File: src/hdl/rdt_pkg.sv
`default_nettype none

package rdt_pkg;

  // most result words one command may produce
  localparam int MAX_RESULTS = 32;
  // counter width able to hold MAX_RESULTS
  localparam int RW = $clog2(MAX_RESULTS + 1);

  typedef enum logic [2:0] {
    MODE_SEND    = 3'd0,
    MODE_RECV    = 3'd1,
    MODE_ACK     = 3'd2,
    MODE_TIMEOUT = 3'd3,
    MODE_DRAIN   = 3'd4,
    MODE_CLEAR   = 3'd5
  } mode_t;

  typedef enum logic [3:0] {
    EV_ASSIGNED = 4'd0,
    EV_ACCEPTED = 4'd1,
    EV_STALE    = 4'd2,
    EV_SUCCESS  = 4'd3,
    EV_UNKNOWN  = 4'd4,
    EV_FAILURE  = 4'd5,
    EV_ACK_OUT  = 4'd6,
    EV_NONE     = 4'd7,
    EV_CLEARED  = 4'd8
  } evt_kind_t;

  typedef enum logic [2:0] {
    ST_IDLE,
    ST_EXEC,
    ST_SCAN,
    ST_DRAIN,
    ST_FINISH
  } state_t;

  typedef struct packed {
    logic [2:0]  mode;
    logic [31:0] seq_in;
    logic [31:0] now_ms;
  } cmd_t;

  typedef struct packed {
    logic [3:0]  event_kind;
    logic [31:0] seq_out;
    logic        overflow;
    logic        acks_waiting;
    logic        last;
  } evt_t;

  typedef struct packed {
    logic [31:0] seq;
    logic [31:0] sent_at;
  } pend_entry_t;

  typedef struct packed {
    logic match;
    logic expired;
  } cmp_res_t;

endpackage

`default_nettype wire

File: src/hdl/reliable_delivery_tracker.sv
`default_nettype none

// Reliable delivery tracker. Commands come in as cmd words (send, receive,
// ack, timeout check, drain, clear) and each one gives one or more evt words,
// the final one marked by last. The block takes one command at a time:
// cmd_ready is high only while it is idle. Send, receive, clear and unused
// modes finish in the execute state when the output is free. Ack and timeout
// check walk the pending table once, compacting it, one entry per cycle
// through the single pending table read port and the shared age/match
// compare unit while no failure word waits on the output. A drain reads
// the ack queue a word per cycle through its read port when output is free.
// The timeout register is written through the cfg port at any time the block
// is idle and is not touched by clear. No clearing pass follows reset.
module reliable_delivery_tracker
  import rdt_pkg::*;
#(
  parameter int PENDING_DEPTH = 32,
  parameter int ACK_DEPTH     = 32
) (
  input  wire logic        clk,
  input  wire logic        rst,
  input  wire logic        cmd_valid,
  output logic             cmd_ready,
  input  wire cmd_t        cmd,
  output logic             evt_valid,
  input  wire logic        evt_ready,
  output evt_t             evt,
  input  wire logic        cfg_valid,
  output logic             cfg_ready,
  input  wire logic [31:0] cfg_data
);

  // pending table address and count widths
  localparam int PAW = $clog2(PENDING_DEPTH);
  localparam int PCW = $clog2(PENDING_DEPTH + 1);
  // ack queue address and count widths
  localparam int AAW = $clog2(ACK_DEPTH);
  localparam int ACW = $clog2(ACK_DEPTH + 1);
  // width for head + count before wrap
  localparam int ASW = AAW + 1;

  // sequencer state
  state_t      state, state_next;
  cmd_t        cmd_q, cmd_q_next;

  // architectural state
  logic [31:0] timeout_ms;
  logic [31:0] next_send_seq, next_send_seq_next;
  logic [31:0] expected_recv_seq, expected_recv_seq_next;
  logic [PCW-1:0] pend_count, pend_count_next;
  logic [ACW-1:0] ack_count, ack_count_next;
  logic [AAW-1:0] ack_head, ack_head_next;

  // scan bookkeeping
  logic [PCW-1:0] scan_rd, scan_rd_next;
  logic [PCW-1:0] scan_wr, scan_wr_next;
  logic           found, found_next;
  logic [RW-1:0]  nfail, nfail_next;
  logic           dv, dv_next;
  logic           hold_valid, hold_valid_next;
  logic [31:0]    hold_seq, hold_seq_next;

  // drain bookkeeping
  logic [RW-1:0]  take, take_next;
  logic [RW-1:0]  drain_rd, drain_rd_next;
  logic [RW-1:0]  drain_out, drain_out_next;

  // output register
  logic evt_valid_next;
  evt_t evt_next;

  // memory ports
  logic           p_we, p_re;
  logic [PAW-1:0] p_waddr, p_raddr;
  pend_entry_t    p_wdata, pend_rdata;
  logic           a_we, a_re;
  logic [AAW-1:0] a_waddr, a_raddr;
  logic [31:0]    a_wdata, ack_rdata;

  cmp_res_t cmp_res;

  // helper terms
  logic           out_free;
  logic           acks_nz;
  logic           pend_full;
  logic           ack_full;
  logic [ASW-1:0] tail_sum;
  logic [AAW-1:0] ack_tail;
  logic [AAW-1:0] head_inc;
  logic [RW-1:0]  take_calc;
  logic           is_timeout;
  logic           emits;
  logic           drop_ack;
  logic           proc_ok;
  logic           emit_ok;

  assign cfg_ready = 1'b1;
  assign cmd_ready = (state == ST_IDLE);

  assign out_free  = !evt_valid || evt_ready;
  assign acks_nz   = (ack_count != '0);
  assign pend_full = (pend_count == PCW'(PENDING_DEPTH));
  assign ack_full  = (ack_count == ACW'(ACK_DEPTH));

  // circular ack queue: tail is head + count, wrapped
  assign tail_sum = ASW'(ack_head) + ASW'(ack_count);
  assign ack_tail = (tail_sum >= ASW'(ACK_DEPTH)) ?
                    AAW'(tail_sum - ASW'(ACK_DEPTH)) : AAW'(tail_sum);
  assign head_inc = (ack_head == AAW'(ACK_DEPTH - 1)) ? '0 : ack_head + AAW'(1);

  // a drain hands out at most MAX_RESULTS words
  assign take_calc = (32'(ack_count) >= 32'(MAX_RESULTS)) ?
                     RW'(MAX_RESULTS) : RW'(ack_count);

  // scan decisions for the entry now at the table read port
  assign is_timeout = (cmd_q.mode == MODE_TIMEOUT);
  assign emits      = is_timeout && cmp_res.expired && (nfail < RW'(MAX_RESULTS));
  assign drop_ack   = !is_timeout && cmp_res.match && !found;
  // a new failure with one already held needs the output register
  assign proc_ok    = dv && (!emits || !hold_valid || out_free);
  assign emit_ok    = dv && out_free;

  rdt_ram #(
    .WIDTH($bits(pend_entry_t)),
    .DEPTH(PENDING_DEPTH)
  ) u_pend_ram (
    .clk  (clk),
    .we   (p_we),
    .waddr(p_waddr),
    .wdata(p_wdata),
    .re   (p_re),
    .raddr(p_raddr),
    .rdata(pend_rdata)
  );

  rdt_ram #(
    .WIDTH(32),
    .DEPTH(ACK_DEPTH)
  ) u_ack_ram (
    .clk  (clk),
    .we   (a_we),
    .waddr(a_waddr),
    .wdata(a_wdata),
    .re   (a_re),
    .raddr(a_raddr),
    .rdata(ack_rdata)
  );

  // shared compare unit: sequence match and age check
  rdt_cmp u_cmp (
    .entry     (pend_rdata),
    .key       (cmd_q.seq_in),
    .now_ms    (cmd_q.now_ms),
    .timeout_ms(timeout_ms),
    .res       (cmp_res)
  );

  function automatic evt_t make_evt(evt_kind_t kind, logic [31:0] seq, logic ovf,
                                    logic aw, logic lst);
    evt_t e;
    e.event_kind   = kind;
    e.seq_out      = seq;
    e.overflow     = ovf;
    e.acks_waiting = aw;
    e.last         = lst;
    return e;
  endfunction

  always_ff @(posedge clk) begin
    if (rst) begin
      state             <= ST_IDLE;
      timeout_ms        <= 32'd1000;
      next_send_seq     <= '0;
      expected_recv_seq <= '0;
      pend_count        <= '0;
      ack_count         <= '0;
      ack_head          <= '0;
      evt_valid         <= 1'b0;
      dv                <= 1'b0;
      hold_valid        <= 1'b0;
    end else begin
      state             <= state_next;
      next_send_seq     <= next_send_seq_next;
      expected_recv_seq <= expected_recv_seq_next;
      pend_count        <= pend_count_next;
      ack_count         <= ack_count_next;
      ack_head          <= ack_head_next;
      evt_valid         <= evt_valid_next;
      dv                <= dv_next;
      hold_valid        <= hold_valid_next;
      if (cfg_valid && cfg_ready) begin
        timeout_ms <= cfg_data;
      end
    end
  end

  // payload and scan counters, set before each use
  always_ff @(posedge clk) begin
    cmd_q     <= cmd_q_next;
    evt       <= evt_next;
    scan_rd   <= scan_rd_next;
    scan_wr   <= scan_wr_next;
    found     <= found_next;
    nfail     <= nfail_next;
    hold_seq  <= hold_seq_next;
    take      <= take_next;
    drain_rd  <= drain_rd_next;
    drain_out <= drain_out_next;
  end

  always_comb begin
    state_next             = state;
    cmd_q_next             = cmd_q;
    next_send_seq_next     = next_send_seq;
    expected_recv_seq_next = expected_recv_seq;
    pend_count_next        = pend_count;
    ack_count_next         = ack_count;
    ack_head_next          = ack_head;
    scan_rd_next           = scan_rd;
    scan_wr_next           = scan_wr;
    found_next             = found;
    nfail_next             = nfail;
    dv_next                = dv;
    hold_valid_next        = hold_valid;
    hold_seq_next          = hold_seq;
    take_next              = take;
    drain_rd_next          = drain_rd;
    drain_out_next         = drain_out;
    // word leaves when taken
    evt_valid_next         = evt_valid && !evt_ready;
    evt_next               = evt;
    p_we    = 1'b0;
    p_waddr = '0;
    p_wdata = '0;
    p_re    = 1'b0;
    p_raddr = '0;
    a_we    = 1'b0;
    a_waddr = '0;
    a_wdata = '0;
    a_re    = 1'b0;
    a_raddr = '0;

    unique case (state)
      ST_IDLE: begin
        if (cmd_valid) begin
          cmd_q_next = cmd;
          state_next = ST_EXEC;
        end
      end

      ST_EXEC: begin
        unique case (cmd_q.mode) inside
          MODE_SEND: begin
            if (out_free) begin
              // sequence number is used up even when the table is full
              next_send_seq_next = next_send_seq + 32'd1;
              if (!pend_full) begin
                p_we            = 1'b1;
                p_waddr         = pend_count[PAW-1:0];
                p_wdata.seq     = next_send_seq;
                p_wdata.sent_at = cmd_q.now_ms;
                pend_count_next = pend_count + PCW'(1);
              end
              evt_valid_next = 1'b1;
              evt_next = make_evt(EV_ASSIGNED, next_send_seq, pend_full, acks_nz, 1'b1);
              state_next = ST_IDLE;
            end
          end

          MODE_RECV: begin
            if (out_free) begin
              evt_valid_next = 1'b1;
              if (cmd_q.seq_in >= expected_recv_seq) begin
                expected_recv_seq_next = cmd_q.seq_in + 32'd1;
                if (!ack_full) begin
                  a_we           = 1'b1;
                  a_waddr        = ack_tail;
                  a_wdata        = cmd_q.seq_in;
                  ack_count_next = ack_count + ACW'(1);
                end
                // queue is nonempty whether or not this one fit
                evt_next = make_evt(EV_ACCEPTED, cmd_q.seq_in, ack_full, 1'b1, 1'b1);
              end else begin
                evt_next = make_evt(EV_STALE, cmd_q.seq_in, 1'b0, acks_nz, 1'b1);
              end
              state_next = ST_IDLE;
            end
          end

          MODE_ACK, MODE_TIMEOUT: begin
            scan_rd_next    = '0;
            scan_wr_next    = '0;
            found_next      = 1'b0;
            nfail_next      = '0;
            dv_next         = 1'b0;
            hold_valid_next = 1'b0;
            state_next      = ST_SCAN;
          end

          MODE_DRAIN: begin
            take_next      = take_calc;
            ack_count_next = ack_count - ACW'(take_calc);
            drain_rd_next  = '0;
            drain_out_next = '0;
            dv_next        = 1'b0;
            state_next     = (take_calc == '0) ? ST_FINISH : ST_DRAIN;
          end

          MODE_CLEAR: begin
            if (out_free) begin
              next_send_seq_next     = '0;
              expected_recv_seq_next = '0;
              pend_count_next        = '0;
              ack_count_next         = '0;
              ack_head_next          = '0;
              evt_valid_next         = 1'b1;
              evt_next   = make_evt(EV_CLEARED, 32'd0, 1'b0, 1'b0, 1'b1);
              state_next = ST_IDLE;
            end
          end

          default: begin
            // unused modes
            if (out_free) begin
              evt_valid_next = 1'b1;
              evt_next   = make_evt(EV_NONE, 32'd0, 1'b0, acks_nz, 1'b1);
              state_next = ST_IDLE;
            end
          end
        endcase
      end

      ST_SCAN: begin
        // retire the entry at the read port: report, drop or compact
        if (proc_ok) begin
          if (emits) begin
            // held failure is not the final one
            if (hold_valid) begin
              evt_valid_next = 1'b1;
              evt_next = make_evt(EV_FAILURE, hold_seq, 1'b0, acks_nz, 1'b0);
            end
            hold_valid_next = 1'b1;
            hold_seq_next   = pend_rdata.seq;
            nfail_next      = nfail + RW'(1);
          end else if (drop_ack) begin
            found_next = 1'b1;
          end else begin
            p_we         = 1'b1;
            p_waddr      = scan_wr[PAW-1:0];
            p_wdata      = pend_rdata;
            scan_wr_next = scan_wr + PCW'(1);
          end
        end
        // fetch the next entry; writes trail reads so no hazard
        if (!dv || proc_ok) begin
          if (scan_rd < pend_count) begin
            p_re         = 1'b1;
            p_raddr      = scan_rd[PAW-1:0];
            scan_rd_next = scan_rd + PCW'(1);
            dv_next      = 1'b1;
          end else begin
            dv_next = 1'b0;
          end
        end
        if (!dv && (scan_rd == pend_count)) begin
          pend_count_next = scan_wr;
          state_next      = ST_FINISH;
        end
      end

      ST_DRAIN: begin
        if (emit_ok) begin
          evt_valid_next = 1'b1;
          evt_next = make_evt(EV_ACK_OUT, ack_rdata, 1'b0, acks_nz,
                              drain_out == take - RW'(1));
          drain_out_next = drain_out + RW'(1);
          if (drain_out == take - RW'(1)) begin
            state_next = ST_IDLE;
          end
        end
        if (!dv || emit_ok) begin
          if (drain_rd < take) begin
            a_re          = 1'b1;
            a_raddr       = ack_head;
            ack_head_next = head_inc;
            drain_rd_next = drain_rd + RW'(1);
            dv_next       = 1'b1;
          end else begin
            dv_next = 1'b0;
          end
        end
      end

      ST_FINISH: begin
        if (out_free) begin
          evt_valid_next = 1'b1;
          if (cmd_q.mode == MODE_ACK) begin
            evt_next = make_evt(found ? EV_SUCCESS : EV_UNKNOWN, cmd_q.seq_in,
                                1'b0, acks_nz, 1'b1);
          end else if (is_timeout && hold_valid) begin
            // last failure of the check
            evt_next        = make_evt(EV_FAILURE, hold_seq, 1'b0, acks_nz, 1'b1);
            hold_valid_next = 1'b0;
          end else begin
            // nothing expired, or empty drain
            evt_next = make_evt(EV_NONE, 32'd0, 1'b0, acks_nz, 1'b1);
          end
          state_next = ST_IDLE;
        end
      end

      default: begin
        state_next = ST_IDLE;
      end
    endcase
  end

`ifndef NO_ASSERTIONS
  // table and queue never run past their depth
  a_pend_bound: assert property (@(posedge clk) disable iff (rst)
    pend_count <= PCW'(PENDING_DEPTH))
    else $error("pending count beyond table depth");

  a_ack_bound: assert property (@(posedge clk) disable iff (rst)
    ack_count <= ACW'(ACK_DEPTH))
    else $error("ack count beyond queue depth");

  // a held failure is always flushed before the next command
  a_hold_flushed: assert property (@(posedge clk) disable iff (rst)
    (state == ST_IDLE) |-> !hold_valid)
    else $error("failure word left behind at end of check");

  // a timeout check never reports more than the result limit
  a_fail_limit: assert property (@(posedge clk) disable iff (rst)
    (state == ST_SCAN) |-> (nfail <= RW'(MAX_RESULTS)))
    else $error("too many failures in one check");

  // a scan only finishes once every entry has been read and retired
  a_scan_done: assert property (@(posedge clk) disable iff (rst)
    (state == ST_SCAN && state_next == ST_FINISH) |-> (!dv && scan_rd == pend_count))
    else $error("scan left entries unvisited");
`endif

endmodule

`default_nettype wire

File: src/hdl/rdt_ram.sv
`default_nettype none

module rdt_ram #(
  parameter int WIDTH = 32,
  parameter int DEPTH = 32
) (
  input  wire logic                     clk,
  input  wire logic                     we,
  input  wire logic [$clog2(DEPTH)-1:0] waddr,
  input  wire logic [WIDTH-1:0]         wdata,
  input  wire logic                     re,
  input  wire logic [$clog2(DEPTH)-1:0] raddr,
  output logic      [WIDTH-1:0]         rdata
);

  logic [WIDTH-1:0] mem [DEPTH];

  always_ff @(posedge clk) begin
    if (we) begin
      mem[waddr] <= wdata;
    end
    // read data holds while re is low
    if (re) begin
      rdata <= mem[raddr];
    end
  end

endmodule

`default_nettype wire

File: src/hdl/rdt_cmp.sv
`default_nettype none

module rdt_cmp
  import rdt_pkg::*;
(
  input  wire pend_entry_t entry,
  input  wire logic [31:0] key,
  input  wire logic [31:0] now_ms,
  input  wire logic [31:0] timeout_ms,
  output cmp_res_t         res
);

  logic [31:0] age;

  // wrapping age of the entry
  assign age         = now_ms - entry.sent_at;
  assign res.expired = age > timeout_ms;
  assign res.match   = entry.seq == key;

endmodule

`default_nettype wire
File: config.mk
export PLATFORM = sky130hd
export DESIGN_NAME = reliable_delivery_tracker
export DESIGN_NICKNAME = d
export VERILOG_FILES = /design/src/hdl/rdt_pkg.sv /design/src/hdl/reliable_delivery_tracker.sv /design/src/hdl/rdt_ram.sv /design/src/hdl/rdt_cmp.sv
export SDC_FILE = /design/constraint.sdc
export NUM_CORES = 2
export LEC_CHECK = 0
export BUFFER_PORTS_ARGS = -buffer_cell sky130_fd_sc_hd__buf_4
export CAP_MARGIN = 20
export CORE_MARGIN = 2
export CORE_UTILIZATION = 36
export CTS_BUF_LIST = sky130_fd_sc_hd__clkbuf_8
export CTS_CLUSTER_SIZE = 30
export DETAILED_ROUTE_END_ITERATION = 10
export REMOVE_ABC_BUFFERS = 1
export SLEW_MARGIN = 20
export SYNTH_ARGS = -nofsm -noshare
export SYNTH_HDL_FRONTEND = slang
export SYNTH_HIERARCHICAL = 1
export SYNTH_SLANG_ARGS = --single-unit
File: constraint.sdc
create_clock -name clk -period 8.4 [get_ports clk]
set_clock_uncertainty 0.15 [all_clocks]
set_input_delay 0.42 -clock clk [delete_from_list [all_inputs] [get_ports clk]]
set_output_delay 0.42 -clock clk [all_outputs]
set_load 0.02 [all_outputs]
==> impl_metrics.ini <==
[synthesis]
ys_types = 87
ys_async_sr_fraction_pct = 0
post-synth-top-area-fraction_pct = 72.5
ys.flop_type = edfxtp_1
synth_area_leader_cell = edfxtp_1
synthesis.area_mm2 = 0.138
synth-edff-count = 3343
synth_area_leaders = edfxtp_1 (72%), mux4_2 (9.8%), mux2i_1 (4.2%)
ys_seq_elements = 3462
avgSynthCellArea_um2 = 19.1
syn_inst = 7251
yosysSeqAreaShare_pct = 74.2
ys_warn_count = 6

[hold_path]
hp-start = cmd[62]
whs_path_depth = 2
hold_path_class = in2reg
hold_end = cmd_q[62]

[routing]
routed-via-count = 75386
totalWireLength_mm = 390
drtPass1Iterations = 6
drt_iter0_markers = 8286
final_antenna_net_count = 0
drc = 0
wire_per_inst_um = 28.6
avgViaCountPerCell = 5.52

[worst_setup_path]
crit_slowest_cell = edfxtp_1
worst_setup_path_start_kind = register
arrival_ns = 8.44
slowest_delay_ns = 0.61
crit_required_ns = 9.13
cp_cell_sequence = inv_1 -> ha_1 -> nor2b_1 -> o31ai_2 -> a21oi_1 -> a221o_2 -> a31o_2 -> a21oi_1 -> xnor2_1 -> ha_1 -> a21o_1 -> a21o_1 -> a21oi_1 -> o21ai_0 -> a21oi_1 -> a32oi_1 -> buf_4 -> nor3b_2 -> nand4_1 -> and3_4 -> buf_4 -> mux4_2 -> mux4_2 -> mux2_2
r2r_start = u_pend_ram/rdata[1]
reg2regPathDepth = 24
path_class = reg2reg
r2r-end = u_pend_ram/rdata[28]
end_kind = register
cp_max_fo = 28
crit_top_cell = a21oi_1
reg2reg_slack_ns = 0.69

[die]
pin_count = 146
die_width_um = 624
dieArea_mm2 = 0.390
die_h_um = 624
rows = 227
initial_utilization_pct = 36.2
core_mm2 = 0.383

[power_and_ir_drop]
leakage_uw = 0.0522
p_total_uw = 37500
power_density_mw_per_mm2 = 232
peakVddDrop_mv = 0.167

[finish]
area_delta_synth_final_pct = 16.5
final_cells = 13666
fin_area_mm2 = 0.161
fin_util_pct = 42.2
final_nets = 8420
drive_above_1_share_pct = 22.9

[sta]
tightestPinTransition_ns = 1.14
relSlewSlack_pct = 23.3
setup_viol = 0
fin_crit_ns = 7.71
hold_violations = 0
slew_viol_final = 0
fmax_mhz = 130
fin_crit_sh_pct = 91.8
rsz0062_at_grt = no

[global_routing]
grt_pass1_vias = 76682
grt_overflow = 0
antenna_found_initial = 21
grt_util_met3_pct = 3.12
grt_pass1_wl_mm = 554
use_met2_pct = 33.0
grt.total_usage_pct = 19.6
grt_max_degree = 117
use_met1_pct = 25.7
top_usage_layer = met2

[clock_tree]
cts-root-buf = clkbuf_8
clkSinkCount = 3462
clk_latency_ns = 1.17
clkSlewWorstSetupHoldPaths_ns = 0.06
clk_path_buf_depth = 4
cts_made_buffers = 568
cts_tree = built
cts.htree.levels = 6

[placed_design]
dp_hpwl_mm = 219
post_dp_cell_area_mm2 = 0.148
gp_congestion = 0.869
dp.cells = 12387
io_buffers = 144

[flow_run]
max_cap_viol_count = 0

[outcome]
status = finished, final reports clean
-- where the power goes --
part | switching [µW] | internal, µW | total, µW
clock network | 6880 | 6780 | 13700
logic | 2450 | 1560 | 4010
registers | 393 | 19400 | 19800
total | 9720 | 27700 | 37500
-- worst max path at each step --
stage                                      end  slack (ns)  depth (start not counted)                start
final                     u_pend_ram/rdata[28]        0.69                         24  u_pend_ram/rdata[1]
after global routing      u_pend_ram/rdata[50]        0.31                         23  u_pend_ram/rdata[1]
after CTS                 u_pend_ram/rdata[50]        0.72                         27             cmd_q[0]
after detailed placement  u_pend_ram/rdata[28]        0.80                         26             cmd_q[0]
after global placement    u_pend_ram/rdata[29]        0.69                         26             cmd_q[0]
after floorplan           u_pend_ram/rdata[25]      -18.23                         25             cmd_q[0]
-- metal layers --
| layer | wire length [µm] | share of wire [%] |
|---|---|---|
| met1 | 156000 | 40 |
| met3 | 27500 | 7.1 |
| met4 | 13700 | 3.5 |
| met2 | 193000 | 49 |
| met5 | 0 | 0 |
-- per-stage QoR --
stage / hold WS, ns / setup WS, ns / TNS [ns]
CTS: 0.0219 / 0.724 / 0
finish: 0.145 / 0.689 / 0
global placement: 0.294 / 0.687 / 0
floorplan: 0.276 / -18.23 / -5016.40
detailed placement: 0.294 / 0.803 / 0
global route: 0.0762 / 0.307 / 0
-- sequential cells by signal (all words and copies together), names as in the netlist --
name	flops
drain_rd	6
ack_head	5
take	6
nfail	6
hold_seq	32
ack_count	6
evt	39
state	3
scan_wr	6
u_pend_ram/rdata	64
drain_out	6
timeout_ms	32
u_ack_ram/rdata	32
u_pend_ram/mem	2048
hold_valid	1
scan_rd	6
dv	1
cmd_q	67
expected_recv_seq	32
evt_valid	1
pend_count	6
next_send_seq	32
found	1
u_ack_ram/mem	1024
-- cells in the mapped netlist, types with 25 or more instances --
cell      instances
nor2_1          232
edfxtp_1       3343
a21oi_1         182
a22o_1          135
clkbuf_1        175
buf_1            37
a31oi_1          37
xnor2_1          50
buf_4            49
mux2i_1         584
and3_1           26
nand2_1         232
o211ai_1         39
a22oi_1         168
mux4_2          602
nand3_1         171
nand4_1          38
inv_1           132
buf_2            96
o31ai_1          25
mux2_2           74
o21ai_0          55
xor2_1          101
a21o_1           38
dfxtp_1         119
ha_1            126
nor3_1           56
and2_1           54
-- cell type report --
cell class                 count  area (µm²)
tap                         5038        6300
sequential                  3462      103000
multi-input combinational   3275       34000
clock inverter               429        2350
antenna                        4        10.0
clock buffer                 578        7960
fill                       33094      221000
inverter                     134         503
timing repair buffer         746        7440
-- critical path, delay by kind of cell (launching register included) --
family	cells	cell delay, ns
DFF	1	0.61
buffers and inverters	3	0.99
xor gates and xnor gates	1	0.15
adders and majority gates	2	0.59
muxes	3	1.35
and+or+nand+nor	4	1.13
AOI/OAI and AO/OA	11	2.44
-- what timing repair did --
item / 4_1_cts / 5_1_grt
hold buffers: 265 / 0
buffers inserted: 0 / 0
endpoints found under the hold margin: 159 / 0
gates resized for setup: 0 / 0
-- kinds of logic after synthesis --
group | count (synthesis) | synth area share, %
muxes | 1260 | 14.6
buffers and inverters | 514 | 1.72
xor gates and xnor gates | 151 | 0.955
adders and majority gates | 129 | 1.18
other | 1 | 0.00271
AOI/OAI and AO/OA | 804 | 4.09
DFF | 3462 | 74.2
and+or+nand+nor | 930 | 3.23
-- cells in the final DEF, fill, tap and decap left out, types with 22 or more instances in the layout --
cell type	netlist	final
edfxtp_1	3343	3343
mux4_2	602	602
mux2i_1	584	584
clkbuf_8	0	578
buf_4	49	387
inv_1	132	293
dlygate4sd3_1	0	265
nand2_1	232	232
a21oi_1	182	180
nand3_1	171	171
a22oi_1	168	168
nor2_1	232	163
clkinv_1	1	156
a22o_1	135	135
ha_1	126	126
dfxtp_1	119	119
xor2_1	101	101
buf_12	0	91
mux2_2	74	74
nor2_4	0	67
nor3_1	56	56
o21ai_0	55	54
xnor2_1	50	50
clkinv_2	0	49
and2_1	54	47
o211ai_1	39	39
nand4_1	38	38
a21o_1	38	38
a31oi_1	37	37
o31ai_1	25	25
nor2b_1	23	22
(Power assumes the default switching activity.)
